==> src/hdl/ttoe_pkg.sv <==
`timescale 1ns / 1ps
`default_nettype none
package ttoe_pkg;

    localparam int MAX_COLUMNS = 256;
    localparam int MAX_ROWS    = 128;

    // Result kinds
    localparam logic [1:0] KIND_PUT    = 2'd0;
    localparam logic [1:0] KIND_SCROLL = 2'd1;
    localparam logic [1:0] KIND_CLEAR  = 2'd2;
    localparam logic [1:0] KIND_REPORT = 2'd3;

    // Configuration register indexes
    localparam logic [2:0] CFG_COLUMNS  = 3'd0;
    localparam logic [2:0] CFG_ROWS     = 3'd1;
    localparam logic [2:0] CFG_POST     = 3'd2;
    localparam logic [2:0] CFG_UPPER    = 3'd3;
    localparam logic [2:0] CFG_NL_CR    = 3'd4;
    localparam logic [2:0] CFG_CR_NL    = 3'd5;
    localparam logic [2:0] CFG_DROP_CR  = 3'd6;

    // Character codes
    localparam logic [7:0] CH_NUL   = 8'h00;
    localparam logic [7:0] CH_BS    = 8'h08;
    localparam logic [7:0] CH_TAB   = 8'h09;
    localparam logic [7:0] CH_LF    = 8'h0A;
    localparam logic [7:0] CH_FF    = 8'h0C;
    localparam logic [7:0] CH_CR    = 8'h0D;
    localparam logic [7:0] CH_ESC   = 8'h1B;
    localparam logic [7:0] CH_SPACE = 8'h20;
    localparam logic [7:0] CH_PLUS  = 8'h2B;
    localparam logic [7:0] CH_MINUS = 8'h2D;
    localparam logic [7:0] CH_ZERO  = 8'h30;
    localparam logic [7:0] CH_NINE  = 8'h39;
    localparam logic [7:0] CH_SEMI  = 8'h3B;
    localparam logic [7:0] CH_UA    = 8'h41;
    localparam logic [7:0] CH_UB    = 8'h42;
    localparam logic [7:0] CH_UC    = 8'h43;
    localparam logic [7:0] CH_UD    = 8'h44;
    localparam logic [7:0] CH_UH    = 8'h48;
    localparam logic [7:0] CH_UJ    = 8'h4A;
    localparam logic [7:0] CH_UZ    = 8'h5A;
    localparam logic [7:0] CH_LA    = 8'h61;
    localparam logic [7:0] CH_LZ    = 8'h7A;
    localparam logic [7:0] CH_TILDE = 8'h7E;
    localparam logic [7:0] CASE_GAP = 8'h20;

    typedef enum logic [3:0] {
        S_IDLE, S_CELLS, S_CLAMP, S_DIV, S_DIVEND, S_XLATE, S_RAW,
        S_PARSE1, S_PARSE2, S_TAB, S_CHK, S_REPORT
    } state_t;

    typedef enum logic [4:0] {
        OP_NONE, OP_CELLS, OP_DIV_INIT, OP_DIV_STEP, OP_DIV_END, OP_XLATE,
        OP_NEXT_RAW, OP_EXEC, OP_PUT, OP_CLEAR_SCR, OP_TAB_STEP, OP_SCROLL,
        OP_REPORT, OP_PARSE_INIT, OP_PARSE_STEP, OP_P1_SAVE, OP_ESC_APPLY
    } dp_op_t;

    typedef enum logic [3:0] {
        RC_NOP, RC_NL, RC_CR, RC_BS, RC_TAB, RC_FF, RC_ESCAPE, RC_PRINT,
        RC_ESC_MOVE, RC_ESC_H, RC_ESC_J, RC_ESC_SIMPLE
    } raw_class_t;

    typedef enum logic {
        PH_SKIP, PH_DIGIT
    } pphase_t;

    typedef struct packed {
        logic   load_byte;
        dp_op_t op;
    } dp_cmd_t;

    typedef struct packed {
        logic       geom_valid;
        logic       drop;
        raw_class_t raw_class;
        logic       pending;
        logic       parse_end;
        logic       div_last;
        logic       tab_emit;
        logic       tab_last;
        logic       row_over;
        logic       out_free;
    } dp_status_t;

endpackage
`default_nettype wire

==> src/hdl/text_terminal_output_engine_core.sv <==
`timescale 1ns / 1ps
`default_nettype none
// A printable byte yields a put result and then a cursor report once the byte is accepted;
// a tab pads with spaces to the next multiple-of-8 column (up to 8 padding cells), an escape
// parameter is parsed one buffered byte per step, and each scroll emits its own result;
// a wait on m_tready stalls the sequencer. Only one byte is in flight at a time.
// After a columns or rows write the next byte first runs a 15-step divider.
// Reset (aresetn low, synchronous): cursor at cell 0, escape buffer cleared, defaults loaded.
module text_terminal_output_engine_core import ttoe_pkg::*; #(
    parameter int ESC_BUF_SIZE = 10
) (
    input  wire logic        aclk,
    input  wire logic        aresetn,
    input  wire logic        cfg_we,
    input  wire logic [2:0]  cfg_addr,
    input  wire logic [8:0]  cfg_wdata,
    input  wire logic        s_tvalid,
    output logic             s_tready,
    input  wire logic [7:0]  s_tdata,   // [7:0] out_byte
    output logic             m_tvalid,
    input  wire logic        m_tready,
    output logic [39:0]      m_tdata,   // [6:0] cell_row, [14:7] cell_col, [22:15] glyph,
                                        // [37:23] cursor_pos, [39:38] zero
    output logic [1:0]       m_tuser,   // [1:0] kind
    output logic             m_tlast
);

    dp_cmd_t    cmd;
    dp_status_t st;

    ttoe_ctrl u_ctrl (
        .aclk     (aclk),
        .aresetn  (aresetn),
        .s_tvalid (s_tvalid),
        .s_tready (s_tready),
        .st       (st),
        .cmd      (cmd)
    );

    ttoe_dp #(
        .ESC_BUF_SIZE (ESC_BUF_SIZE)
    ) u_dp (
        .aclk      (aclk),
        .aresetn   (aresetn),
        .cfg_we    (cfg_we),
        .cfg_addr  (cfg_addr),
        .cfg_wdata (cfg_wdata),
        .s_tdata   (s_tdata),
        .m_tready  (m_tready),
        .m_tvalid  (m_tvalid),
        .m_tdata   (m_tdata),
        .m_tuser   (m_tuser),
        .m_tlast   (m_tlast),
        .cmd       (cmd),
        .st        (st)
    );

endmodule
`default_nettype wire

==> src/hdl/ttoe_ctrl.sv <==
`timescale 1ns / 1ps
`default_nettype none
module ttoe_ctrl import ttoe_pkg::*; (
    input  wire logic       aclk,
    input  wire logic       aresetn,
    input  wire logic       s_tvalid,
    output logic            s_tready,
    input  wire dp_status_t st,
    output dp_cmd_t         cmd
);

    state_t state_reg, state_next;

    always_ff @(posedge aclk) begin
        if (!aresetn) begin
            state_reg <= S_IDLE;
        end else begin
            state_reg <= state_next;
        end
    end

    // Next state
    always_comb begin
        state_next = state_reg;
        unique case (state_reg)
            S_IDLE: begin
                if (s_tvalid) begin
                    state_next = st.geom_valid ? S_XLATE : S_CELLS;
                end
            end
            S_CELLS:  state_next = S_CLAMP;
            S_CLAMP:  state_next = S_DIV;
            S_DIV: begin
                if (st.div_last) begin
                    state_next = S_DIVEND;
                end
            end
            S_DIVEND: state_next = S_XLATE;
            S_XLATE:  state_next = st.drop ? S_IDLE : S_RAW;
            S_RAW: begin
                case (st.raw_class) inside
                    RC_PRINT, RC_FF, RC_ESC_J: begin
                        if (st.out_free) begin
                            state_next = S_CHK;
                        end
                    end
                    RC_TAB:              state_next = S_TAB;
                    RC_ESC_MOVE, RC_ESC_H: state_next = S_PARSE1;
                    default:             state_next = S_CHK;
                endcase
            end
            S_PARSE1: begin
                if (st.parse_end) begin
                    state_next = (st.raw_class == RC_ESC_H) ? S_PARSE2 : S_CHK;
                end
            end
            S_PARSE2: begin
                if (st.parse_end) begin
                    state_next = S_CHK;
                end
            end
            S_TAB: begin
                if ((!st.tab_emit || st.out_free) && st.tab_last) begin
                    state_next = S_CHK;
                end
            end
            S_CHK: begin
                if (!st.row_over) begin
                    state_next = st.pending ? S_RAW : S_REPORT;
                end
            end
            S_REPORT: begin
                if (st.out_free) begin
                    state_next = S_IDLE;
                end
            end
            default: state_next = S_IDLE;
        endcase
    end

    // Commands to the datapath
    always_comb begin
        s_tready      = 1'b0;
        cmd.load_byte = 1'b0;
        cmd.op        = OP_NONE;
        unique case (state_reg)
            S_IDLE: begin
                s_tready      = 1'b1;
                cmd.load_byte = s_tvalid;
            end
            S_CELLS:  cmd.op = OP_CELLS;
            S_CLAMP:  cmd.op = OP_DIV_INIT;
            S_DIV:    cmd.op = OP_DIV_STEP;
            S_DIVEND: cmd.op = OP_DIV_END;
            S_XLATE:  cmd.op = OP_XLATE;
            S_RAW: begin
                case (st.raw_class) inside
                    RC_PRINT: begin
                        if (st.out_free) begin
                            cmd.op = OP_PUT;
                        end
                    end
                    RC_FF, RC_ESC_J: begin
                        if (st.out_free) begin
                            cmd.op = OP_CLEAR_SCR;
                        end
                    end
                    RC_ESC_MOVE, RC_ESC_H: cmd.op = OP_PARSE_INIT;
                    default:               cmd.op = OP_EXEC;
                endcase
            end
            S_PARSE1: begin
                if (!st.parse_end) begin
                    cmd.op = OP_PARSE_STEP;
                end else if (st.raw_class == RC_ESC_H) begin
                    cmd.op = OP_P1_SAVE;
                end else begin
                    cmd.op = OP_ESC_APPLY;
                end
            end
            S_PARSE2: cmd.op = st.parse_end ? OP_ESC_APPLY : OP_PARSE_STEP;
            S_TAB: begin
                if (!st.tab_emit || st.out_free) begin
                    cmd.op = OP_TAB_STEP;
                end
            end
            S_CHK: begin
                if (st.row_over) begin
                    if (st.out_free) begin
                        cmd.op = OP_SCROLL;
                    end
                end else if (st.pending) begin
                    cmd.op = OP_NEXT_RAW;
                end
            end
            S_REPORT: begin
                if (st.out_free) begin
                    cmd.op = OP_REPORT;
                end
            end
            default: cmd.op = OP_NONE;
        endcase
    end

endmodule
`default_nettype wire

==> src/hdl/ttoe_dp.sv <==
`timescale 1ns / 1ps
`default_nettype none
module ttoe_dp import ttoe_pkg::*; #(
    parameter int ESC_BUF_SIZE = 10
) (
    input  wire logic        aclk,
    input  wire logic        aresetn,
    input  wire logic        cfg_we,
    input  wire logic [2:0]  cfg_addr,
    input  wire logic [8:0]  cfg_wdata,
    input  wire logic [7:0]  s_tdata,
    input  wire logic        m_tready,
    output logic             m_tvalid,
    output logic [39:0]      m_tdata,
    output logic [1:0]       m_tuser,
    output logic             m_tlast,
    input  wire dp_cmd_t     cmd,
    output dp_status_t       st
);

    localparam int IDX_W = $clog2(ESC_BUF_SIZE);
    localparam logic [IDX_W-1:0] IDX_END = IDX_W'(ESC_BUF_SIZE - 1);

    // Configuration
    logic [8:0] columns_reg;
    logic [7:0] rows_reg;
    logic       post_reg, upper_reg, nl_cr_reg, cr_nl_reg, drop_cr_reg;

    // Cursor and item state
    logic [7:0]  row_reg, col_reg;
    logic [14:0] pos_reg;
    logic        geom_valid_reg;
    logic [7:0]  byte_reg, raw_reg;
    logic        pend_reg;

    // Escape sequence buffer
    logic             esc_act_reg;
    logic [7:0]       esc_buf_reg [ESC_BUF_SIZE];
    logic [IDX_W-1:0] esc_cnt_reg;

    // Divider, tab counter and parameter parser
    logic [15:0]      cells_reg;
    logic [14:0]      dq_reg;
    logic [8:0]       rem_reg;
    logic [3:0]       dcnt_reg;
    logic [3:0]       tab_cnt_reg;
    logic [IDX_W-1:0] pidx_reg;
    pphase_t          phase_reg;
    logic             neg_reg;
    logic [15:0]      pval_reg, p1_reg;

    // Output register
    logic        m_tvalid_reg, last_reg;
    logic [1:0]  kind_reg;
    logic [6:0]  orow_reg;
    logic [7:0]  ocol_reg, glyph_reg;
    logic [14:0] opos_reg;

    // Effective geometry
    logic [8:0] eff_cols;
    logic [7:0] eff_rows, rows_m1, cols_m1;

    always_comb begin
        if (columns_reg < 9'd8) begin
            eff_cols = 9'd8;
        end else if (columns_reg > 9'(MAX_COLUMNS)) begin
            eff_cols = 9'(MAX_COLUMNS);
        end else begin
            eff_cols = columns_reg;
        end
        if (rows_reg == 8'd0) begin
            eff_rows = 8'd1;
        end else if (rows_reg > 8'(MAX_ROWS)) begin
            eff_rows = 8'(MAX_ROWS);
        end else begin
            eff_rows = rows_reg;
        end
        rows_m1 = eff_rows - 8'd1;
        cols_m1 = 8'(eff_cols - 9'd1);
    end

    // Output translation
    logic [7:0] xl_byte;
    logic       xl_lf, xl_cr, xl_two, xl_cr_nl;

    always_comb begin
        xl_byte = byte_reg;
        if (post_reg && upper_reg && byte_reg >= CH_LA && byte_reg <= CH_LZ) begin
            xl_byte = byte_reg - CASE_GAP;
        end
        xl_lf    = (xl_byte == CH_LF);
        xl_cr    = (xl_byte == CH_CR);
        xl_two   = post_reg && xl_lf && nl_cr_reg;
        xl_cr_nl = post_reg && xl_cr && cr_nl_reg;
    end

    // Classification of the raw byte
    logic       raw_letter;
    logic       semi_found;
    logic [IDX_W-1:0] semi_idx;
    raw_class_t raw_class;

    always_comb begin
        logic stop;
        stop       = 1'b0;
        semi_found = 1'b0;
        semi_idx   = '0;
        for (int i = 1; i < ESC_BUF_SIZE - 1; i++) begin
            if (!stop) begin
                if (esc_buf_reg[i] == CH_SEMI) begin
                    semi_found = 1'b1;
                    semi_idx   = IDX_W'(i);
                    stop       = 1'b1;
                end else if (esc_buf_reg[i] == CH_NUL) begin
                    stop = 1'b1;
                end
            end
        end
    end

    always_comb begin
        raw_letter = (raw_reg >= CH_LA && raw_reg <= CH_LZ) ||
                     (raw_reg >= CH_UA && raw_reg <= CH_UZ);
        if (esc_act_reg) begin
            unique case (raw_reg) inside
                CH_UA, CH_UB, CH_UC, CH_UD: raw_class = RC_ESC_MOVE;
                CH_UH:   raw_class = semi_found ? RC_ESC_H : RC_ESC_SIMPLE;
                CH_UJ:   raw_class = RC_ESC_J;
                default: raw_class = RC_ESC_SIMPLE;
            endcase
        end else begin
            unique case (raw_reg) inside
                CH_LF:            raw_class = RC_NL;
                CH_CR:            raw_class = RC_CR;
                CH_BS:            raw_class = RC_BS;
                CH_TAB:           raw_class = RC_TAB;
                CH_FF:            raw_class = RC_FF;
                CH_ESC:           raw_class = RC_ESCAPE;
                [CH_SPACE:CH_TILDE]: raw_class = RC_PRINT;
                default:          raw_class = RC_NOP;
            endcase
        end
    end

    // Parameter parser, one buffered byte per step
    logic [7:0]  pb;
    logic        pb_digit, pb_blank, pb_sign, at_end, parse_end;
    logic [19:0] acc_wide;
    logic [15:0] acc_sat, param_val;

    always_comb begin
        pb       = esc_buf_reg[pidx_reg];
        pb_digit = (pb >= CH_ZERO) && (pb <= CH_NINE);
        pb_blank = (pb == CH_SPACE) || (pb >= CH_TAB && pb <= CH_CR);
        pb_sign  = (pb == CH_PLUS) || (pb == CH_MINUS);
        at_end   = (pidx_reg == IDX_END);
        if (phase_reg == PH_SKIP) begin
            parse_end = at_end || !(pb_blank || pb_sign || pb_digit);
        end else begin
            parse_end = at_end || !pb_digit;
        end
        acc_wide  = 20'({pval_reg, 3'b000}) + 20'({pval_reg, 1'b0}) + 20'(pb - CH_ZERO);
        acc_sat   = (acc_wide > 20'd65535) ? 16'hFFFF : acc_wide[15:0];
        param_val = neg_reg ? 16'd0 : pval_reg;
    end

    // Cursor moves of an escape sequence
    logic [7:0]  row_new, col_new;
    logic [16:0] sum_r, sum_c;
    logic [15:0] p1_m1, pv_m1;

    always_comb begin
        row_new = row_reg;
        col_new = col_reg;
        sum_r   = {9'd0, row_reg} + {1'b0, param_val};
        sum_c   = {9'd0, col_reg} + {1'b0, param_val};
        p1_m1   = p1_reg - 16'd1;
        pv_m1   = param_val - 16'd1;
        case (raw_reg)
            CH_UA: row_new = (param_val >= {8'd0, row_reg}) ? 8'd0
                                                            : row_reg - param_val[7:0];
            CH_UB: row_new = (sum_r > {9'd0, rows_m1}) ? rows_m1 : sum_r[7:0];
            CH_UC: col_new = (sum_c > {9'd0, cols_m1}) ? cols_m1 : sum_c[7:0];
            CH_UD: col_new = (param_val >= {8'd0, col_reg}) ? 8'd0
                                                            : col_reg - param_val[7:0];
            CH_UH: begin
                if (p1_reg == 16'd0) begin
                    row_new = 8'd0;
                end else begin
                    row_new = (p1_m1 > {8'd0, rows_m1}) ? rows_m1 : p1_m1[7:0];
                end
                if (param_val == 16'd0) begin
                    col_new = 8'd0;
                end else begin
                    col_new = (pv_m1 > {8'd0, cols_m1}) ? cols_m1 : pv_m1[7:0];
                end
            end
            default: ;
        endcase
    end

    // Misc datapath terms
    logic        col_wrap, tab_emit, out_free, div_ge;
    logic [9:0]  div_trial;
    logic [8:0]  rem_n;
    logic [15:0] cells_prod;
    logic [14:0] rep_pos, clamped;

    always_comb begin
        col_wrap   = ({1'b0, col_reg} + 9'd1) == eff_cols;
        tab_emit   = row_reg < eff_rows;
        out_free   = !m_tvalid_reg || m_tready;
        div_trial  = {rem_reg, dq_reg[14]};
        div_ge     = div_trial >= {1'b0, eff_cols};
        rem_n      = div_ge ? 9'(div_trial - {1'b0, eff_cols}) : div_trial[8:0];
        cells_prod = 16'(eff_rows * eff_cols);
        rep_pos    = 15'(row_reg * eff_cols + {9'd0, col_reg});
        clamped    = ({1'b0, pos_reg} >= cells_reg) ? 15'(cells_reg - 16'd1) : pos_reg;
    end

    // Result selection
    logic        em_valid, em_last;
    logic [1:0]  em_kind;
    logic [7:0]  em_glyph;

    always_comb begin
        em_valid = 1'b0;
        em_kind  = KIND_PUT;
        em_glyph = raw_reg;
        em_last  = 1'b0;
        unique case (cmd.op)
            OP_PUT:       em_valid = 1'b1;
            OP_TAB_STEP: begin
                em_valid = tab_emit;
                em_glyph = CH_SPACE;
            end
            OP_CLEAR_SCR: begin
                em_valid = 1'b1;
                em_kind  = KIND_CLEAR;
            end
            OP_SCROLL: begin
                em_valid = 1'b1;
                em_kind  = KIND_SCROLL;
            end
            OP_REPORT: begin
                em_valid = 1'b1;
                em_kind  = KIND_REPORT;
                em_last  = 1'b1;
            end
            default: ;
        endcase
    end

    // Configuration writes
    always_ff @(posedge aclk) begin
        if (!aresetn) begin
            columns_reg <= 9'd80;
            rows_reg    <= 8'd25;
            post_reg    <= 1'b1;
            upper_reg   <= 1'b0;
            nl_cr_reg   <= 1'b1;
            cr_nl_reg   <= 1'b0;
            drop_cr_reg <= 1'b0;
        end else if (cfg_we) begin
            unique case (cfg_addr)
                CFG_COLUMNS: columns_reg <= cfg_wdata;
                CFG_ROWS:    rows_reg    <= cfg_wdata[7:0];
                CFG_POST:    post_reg    <= cfg_wdata[0];
                CFG_UPPER:   upper_reg   <= cfg_wdata[0];
                CFG_NL_CR:   nl_cr_reg   <= cfg_wdata[0];
                CFG_CR_NL:   cr_nl_reg   <= cfg_wdata[0];
                CFG_DROP_CR: drop_cr_reg <= cfg_wdata[0];
                default: ;
            endcase
        end
    end

    // Cursor, escape and sequencing state
    always_ff @(posedge aclk) begin
        if (!aresetn) begin
            row_reg        <= '0;
            col_reg        <= '0;
            pos_reg        <= '0;
            geom_valid_reg <= 1'b1;
            pend_reg       <= 1'b0;
            esc_act_reg    <= 1'b0;
            esc_cnt_reg    <= '0;
            for (int i = 0; i < ESC_BUF_SIZE; i++) begin
                esc_buf_reg[i] <= CH_NUL;
            end
        end else begin
            if (cfg_we && (cfg_addr == CFG_COLUMNS || cfg_addr == CFG_ROWS)) begin
                geom_valid_reg <= 1'b0;
            end
            if (cmd.load_byte) begin
                byte_reg <= s_tdata;
            end
            unique case (cmd.op)
                OP_CELLS: cells_reg <= cells_prod;
                OP_DIV_INIT: begin
                    pos_reg  <= clamped;
                    dq_reg   <= clamped;
                    rem_reg  <= '0;
                    dcnt_reg <= '0;
                end
                OP_DIV_STEP: begin
                    dq_reg   <= {dq_reg[13:0], div_ge};
                    rem_reg  <= rem_n;
                    dcnt_reg <= dcnt_reg + 4'd1;
                end
                OP_DIV_END: begin
                    row_reg        <= dq_reg[7:0];
                    col_reg        <= rem_reg[7:0];
                    geom_valid_reg <= 1'b1;
                end
                OP_XLATE: begin
                    pend_reg <= xl_two;
                    if (xl_two) begin
                        raw_reg <= CH_CR;
                    end else if (xl_cr_nl) begin
                        raw_reg <= CH_LF;
                    end else begin
                        raw_reg <= xl_byte;
                    end
                end
                OP_NEXT_RAW: begin
                    raw_reg  <= CH_LF;
                    pend_reg <= 1'b0;
                end
                OP_EXEC: begin
                    unique case (raw_class)
                        RC_NL: row_reg <= row_reg + 8'd1;
                        RC_CR: col_reg <= 8'd0;
                        RC_BS: begin
                            if (col_reg != 8'd0) begin
                                col_reg <= col_reg - 8'd1;
                            end else if (row_reg != 8'd0) begin
                                row_reg <= row_reg - 8'd1;
                                col_reg <= cols_m1;
                            end
                        end
                        RC_TAB: tab_cnt_reg <= 4'd8 - {1'b0, col_reg[2:0]};
                        RC_ESCAPE: begin
                            esc_act_reg <= 1'b1;
                            esc_cnt_reg <= '0;
                            for (int i = 0; i < ESC_BUF_SIZE; i++) begin
                                esc_buf_reg[i] <= CH_NUL;
                            end
                        end
                        RC_ESC_SIMPLE: begin
                            if (raw_letter) begin
                                esc_act_reg <= 1'b0;
                                esc_cnt_reg <= '0;
                                for (int i = 0; i < ESC_BUF_SIZE; i++) begin
                                    esc_buf_reg[i] <= CH_NUL;
                                end
                            end else if (esc_cnt_reg < IDX_END) begin
                                esc_buf_reg[esc_cnt_reg] <= raw_reg;
                                esc_cnt_reg              <= esc_cnt_reg + 1'b1;
                            end
                        end
                        default: ;
                    endcase
                end
                OP_PUT: begin
                    if (col_wrap) begin
                        col_reg <= 8'd0;
                        row_reg <= row_reg + 8'd1;
                    end else begin
                        col_reg <= col_reg + 8'd1;
                    end
                end
                OP_TAB_STEP: begin
                    tab_cnt_reg <= tab_cnt_reg - 4'd1;
                    if (col_wrap) begin
                        col_reg <= 8'd0;
                        row_reg <= row_reg + 8'd1;
                    end else begin
                        col_reg <= col_reg + 8'd1;
                    end
                end
                OP_CLEAR_SCR: begin
                    if (esc_act_reg) begin
                        esc_act_reg <= 1'b0;
                        esc_cnt_reg <= '0;
                        for (int i = 0; i < ESC_BUF_SIZE; i++) begin
                            esc_buf_reg[i] <= CH_NUL;
                        end
                    end
                end
                OP_SCROLL: row_reg <= row_reg - 8'd1;
                OP_REPORT: pos_reg <= rep_pos;
                OP_PARSE_INIT, OP_P1_SAVE: begin
                    pidx_reg  <= (cmd.op == OP_P1_SAVE) ? semi_idx + 1'b1 : IDX_W'(1);
                    phase_reg <= PH_SKIP;
                    neg_reg   <= 1'b0;
                    pval_reg  <= '0;
                    if (cmd.op == OP_P1_SAVE) begin
                        p1_reg <= param_val;
                    end
                end
                OP_PARSE_STEP: begin
                    if (phase_reg == PH_SKIP && pb_blank) begin
                        pidx_reg <= pidx_reg + 1'b1;
                    end else if (phase_reg == PH_SKIP && pb_sign) begin
                        pidx_reg  <= pidx_reg + 1'b1;
                        neg_reg   <= (pb == CH_MINUS);
                        phase_reg <= PH_DIGIT;
                    end else if (pb_digit) begin
                        pidx_reg  <= pidx_reg + 1'b1;
                        pval_reg  <= acc_sat;
                        phase_reg <= PH_DIGIT;
                    end
                end
                OP_ESC_APPLY: begin
                    row_reg     <= row_new;
                    col_reg     <= col_new;
                    esc_act_reg <= 1'b0;
                    esc_cnt_reg <= '0;
                    for (int i = 0; i < ESC_BUF_SIZE; i++) begin
                        esc_buf_reg[i] <= CH_NUL;
                    end
                end
                default: ;
            endcase
        end
    end

    // Output register: one transaction held until taken
    always_ff @(posedge aclk) begin
        if (!aresetn) begin
            m_tvalid_reg <= 1'b0;
        end else if (em_valid) begin
            m_tvalid_reg <= 1'b1;
        end else if (m_tready) begin
            m_tvalid_reg <= 1'b0;
        end
    end

    always_ff @(posedge aclk) begin
        if (em_valid) begin
            kind_reg  <= em_kind;
            last_reg  <= em_last;
            orow_reg  <= (em_kind == KIND_PUT) ? row_reg[6:0] : 7'd0;
            ocol_reg  <= (em_kind == KIND_PUT) ? col_reg : 8'd0;
            glyph_reg <= (em_kind == KIND_PUT) ? em_glyph : 8'd0;
            opos_reg  <= (em_kind == KIND_REPORT) ? rep_pos : 15'd0;
        end
    end

    assign m_tvalid = m_tvalid_reg;
    assign m_tdata  = {2'b00, opos_reg, glyph_reg, ocol_reg, orow_reg};
    assign m_tuser  = kind_reg;
    assign m_tlast  = last_reg;

    // Status to the controller
    always_comb begin
        st.geom_valid = geom_valid_reg;
        st.drop       = post_reg && xl_cr && !cr_nl_reg && drop_cr_reg &&
                        (col_reg == 8'd0);
        st.raw_class  = raw_class;
        st.pending    = pend_reg;
        st.parse_end  = parse_end;
        st.div_last   = (dcnt_reg == 4'd14);
        st.tab_emit   = tab_emit;
        st.tab_last   = (tab_cnt_reg == 4'd1);
        st.row_over   = (row_reg >= eff_rows);
        st.out_free   = out_free;
    end

endmodule
`default_nettype wire
==> config.mk <==
export PLATFORM = sky130hd
export DESIGN_NAME = text_terminal_output_engine_core
export DESIGN_NICKNAME = d
export VERILOG_FILES = /design/src/hdl/ttoe_pkg.sv /design/src/hdl/text_terminal_output_engine_core.sv /design/src/hdl/ttoe_ctrl.sv /design/src/hdl/ttoe_dp.sv
export SDC_FILE = /design/constraint.sdc
export NUM_CORES = 1
export LEC_CHECK = 0
export BUFFER_PORTS_ARGS = -buffer_cell sky130_fd_sc_hd__buf_2
export CORE_MARGIN = 2
export CORE_UTILIZATION = 50
export CTS_CLUSTER_DIAMETER = 150
export DETAILED_ROUTE_END_ITERATION = 8
export HOLD_SLACK_MARGIN = 0.03
export PLACE_DENSITY = 0.77
export SLEW_MARGIN = 20
export SYNTH_ARGS = -nofsm -noshare
export SYNTH_HDL_FRONTEND = slang
export SYNTH_SLANG_ARGS = --single-unit
==> constraint.sdc <==
create_clock -name aclk -period 18 [get_ports aclk]
set_input_delay 0.9 -clock aclk [delete_from_list [all_inputs] [get_ports aclk]]
set_output_delay 0.9 -clock aclk [all_outputs]
set_load 0.02 [all_outputs]
==> results.md <==
- Global-route usage over all layers: a little over a quarter
- Drt initial violations: 2494
- Post-route cell area: between 0.02 and 0.03 mm^2
- Tmin final: 6.59 ns
- Period utilisation layout: 36.6%
- WP data required: 18.46 ns
- Max_cap viols: 0
- CTS Hold Bufs: 0
- Synth Cell Area: 0.0275 mm^2
- CTS tree: done
- RR Startpoint: u_dp.columns_reg[4]
- Synth unique cells: 97
- Peak VDD IR: 0.0000594 V
- CP max FO: 21
- Crit path kind: reg -> reg
- Reg2reg setup slack: 11.41 ns
- R2R depth: 21
- Die H: 238 um
- Max FFs per register: 128
- Clock skew: 0.0369 ns
- CP arrival: 7.05 ns
- Starting Density: 50.8%
- Post-synth ARST share: 0%
- Average size of a mapped cell: 9.37 um^2
- Mux share of post-synthesis cell area: 4.39%
- CTS Buf Count: 39
- Number of synthesized flops with an enable pin: 271
- H-tree lvl count: 2
- F_max: approximately 0.15 GHz
- Tightest Pin Transition: 1.07 ns
- Total power: 2.94 mW
- Hpwl dp: 55900 um
- Final hold violation count: 0
- Worst-path clk slew: 0.06 ns
- Compound-Gate Fraction of Synth Area: 13.6%
- CTS Sinks: 340
- Reg-to-reg endpoint: u_dp.pos_reg[13]
- Vias in the first global route: 21800
- Cell count after synthesis: 2933
- Simple-Gate Fraction of Synth Area: about a fifth
- Die area: 0.0569 mm^2
- Vias post-DR: 22700
- Worst hold path endpoint: u_dp.columns_reg[2]
- RSZ-0062 raised after global routing: false
- Antenna cell count: 0
- Num ports: 70
- Hold Path Depth: 2
- Synth warn: 0
- Post-CTS Setup Bufs: 0
- Clk Latency, worst-skew pair: 0.57 ns
- WL final: 75800 um
- Worst min path class: reg -> reg
- Fin nets: 3350
- WHS: 0.456 ns
- Synth Area in Adders: between 10% and 20%
- Routed length per instance: 20.4 um
- PD cells: around 98 mW/mm^2
- Fin Setup TNS: 0 ns
- Die X-Extent: 238 um
- Final ANT Viol Nets: 0
- Synth Area in XOR/XNOR: 4.23%
- Critical Path Start: u_dp.columns_reg[4]
- Layout filler cell count: 4705
- Port bufs: 67
- Core area: 0.0541 mm^2
- Area growth syn-to-layout: 8.84%
- Sequential area share after synthesis: 34.6%
- # DRC: 0
- Outcome: finished clean
- Final worst setup slack: 11.41 ns
- Largest family of logic cells by synthesized area: simple AND/OR/NAND/NOR gates
- DRT Pass-1 Iters: 6
- Pre-CTS worst setup slack: between 10 and 15 ns
- Share of layout cells above drive strength 1: 8.55%
- Worst setup EP type: flip-flop
- First-pass GRT wire length: around 120000 um
- Gates resized, CTS repair: 0
- Antenna violations before repair: 3
- Top_reg_cell synth: edfxtp_1
- Critical path launch point type: flip-flop
- FP Rows: 85
- Clk root buf: clkbuf_16
- Final slew viol count: 0
- Total grt overflow: 0
- Final setup viols: 0
- Largest net degree at the start of global routing: 51
- HP Start: u_dp.columns_reg[2]
- Placed Area: between 0.02 and 0.03 mm^2
- Static leakage: 12.4 nW
- Longest Clk Path Bufs: 3
- Vias per inst: 6.12
- Post-synthesis register bit count: 340
- Placer Congestion: 0.975
- Worst relative slew slack: 28.0%
[metrics by stage]
step | std cells | util [%]
2_1_floorplan | 2967 | -
3_3_place_gp | 3641 | 52.8
3_5_place_dp | 3641 | 52.8
4_1_cts | 3712 | 55.2
5_1_grt | 3713 | 55.3
6_report | 3713 | 55.3
[worst max-delay path, cell delays in order, from the launching register on]
cell and delay, ns:
dfxtp_1 0.31, nor4_1 0.58, a21oi_1 0.17, nand2_1 0.70, inv_1 0.36, nand2_1 0.19, fa_1 0.43, fa_1 0.55
inv_1 0.06, fa_1 0.50, fa_1 0.52, ha_1 0.34, a21boi_0 0.16, o21ai_0 0.23, a21boi_0 0.16, o21ai_0 0.22
nand2b_1 0.12, a21o_1 0.18, a21oi_1 0.18, xor2_1 0.16, nor2_1 0.07, o31a_1 0.30
[worst max-delay path by stage]
| stage | cells after the start | slack, ns | to |
|---|---|---|---|
| 2_1_floorplan | 25 | 12.20 | u_dp.cells_reg[15] |
| 3_3_place_gp | 21 | 11.64 | u_dp.pos_reg[13] |
| 3_5_place_dp | 21 | 11.49 | u_dp.cells_reg[15] |
| 4_1_cts | 21 | 11.45 | u_dp.cells_reg[15] |
| 5_1_grt | 21 | 10.84 | u_dp.cells_reg[15] |
| 6_report | 21 | 11.41 | u_dp.pos_reg[13] |
[layout by cell type (no fill, tap or decap), drive strengths merged, types with 28 or more instances in the layout]
master / Yosys / layout
buf: 25 / 111
a21oi: 130 / 130
nor2b: 46 / 46
mux2i: 31 / 31
conb: 2 / 36
ha: 228 / 228
clkbuf: 107 / 48
and2: 81 / 81
nand3: 74 / 74
fa: 110 / 110
nor3: 121 / 121
nand2: 276 / 276
a31oi: 40 / 40
inv: 268 / 271
o21a: 31 / 31
nand2b: 37 / 37
xnor2: 103 / 103
nor2: 261 / 261
xor2: 29 / 29
mux4: 32 / 32
dfxtp: 69 / 69
edfxtp: 271 / 271
o21ai: 150 / 150
a21o: 35 / 35
nand4: 28 / 28
a211oi: 29 / 29
[synthesized netlist by cell type (all sizes together) (35+ instances only)]
library cell	n	share of area, %
xnor2	103	3.3
a21oi	130	2.4
nand3	74	1.3
a21o	35	0.96
fa	110	8.0
nor3	121	2.2
inv	268	3.7
nand2b	37	0.84
and2	81	1.8
nand2	276	3.8
clkbuf	107	1.5
o21ai	150	2.7
dfxtp	69	5.0
a31oi	40	0.91
nor2	261	3.6
ha	228	10
edfxtp	271	30
nor2b	46	1.0
[cells by family (layout without fill, tap and decap cells)]
| kind of cell | after synthesis | after routing |
|---|---|---|
| flip-flops | 340 | 340 |
| other | 2 | 36 |
| buffers and inverters | 412 | 462 |
| AO/OA/AOI/OAI | 574 | 574 |
| AND/OR/NAND/NOR | 1057 | 1057 |
| adder cells (fa/ha/maj) | 338 | 338 |
| multiplexers | 78 | 78 |
| XOR/XNOR | 132 | 132 |
[final cells by class]
cell class | instances | area [um^2] | share of cell area [%]
Clock buffer | 48 | 1090 | 3.65
Clock inverter | 23 | 203 | 0.677
Inverter | 280 | 1050 | 3.52
Multi-Input combinational cell | 2215 | 16500 | 55.2
Sequential cell | 340 | 9520 | 31.8
Tap cell | 696 | 871 | 2.91
Timing Repair Buffer | 111 | 678 | 2.27
[layer usage]
| metal | global-route usage, % | wire length (um) | vias to the layer above |
|---|---|---|---|
| met4 | 9.38 | 2640 | 2 |
| met1 | 36.4 | 30900 | 10900 |
| met3 | 6.04 | 8160 | 202 |
| li1 | - | - | 10500 |
| met5 | 0 | 9 | - |
| met2 | 42.1 | 34000 | 1214 |
[where the power goes]
group	switching [mW]	internal [mW]	leakage, nW
clock	0.343	0.465	0.624
sequential	0.108	0.937	3.15
combinational	0.679	0.413	8.64
Power figures use the tool's default switching activity.
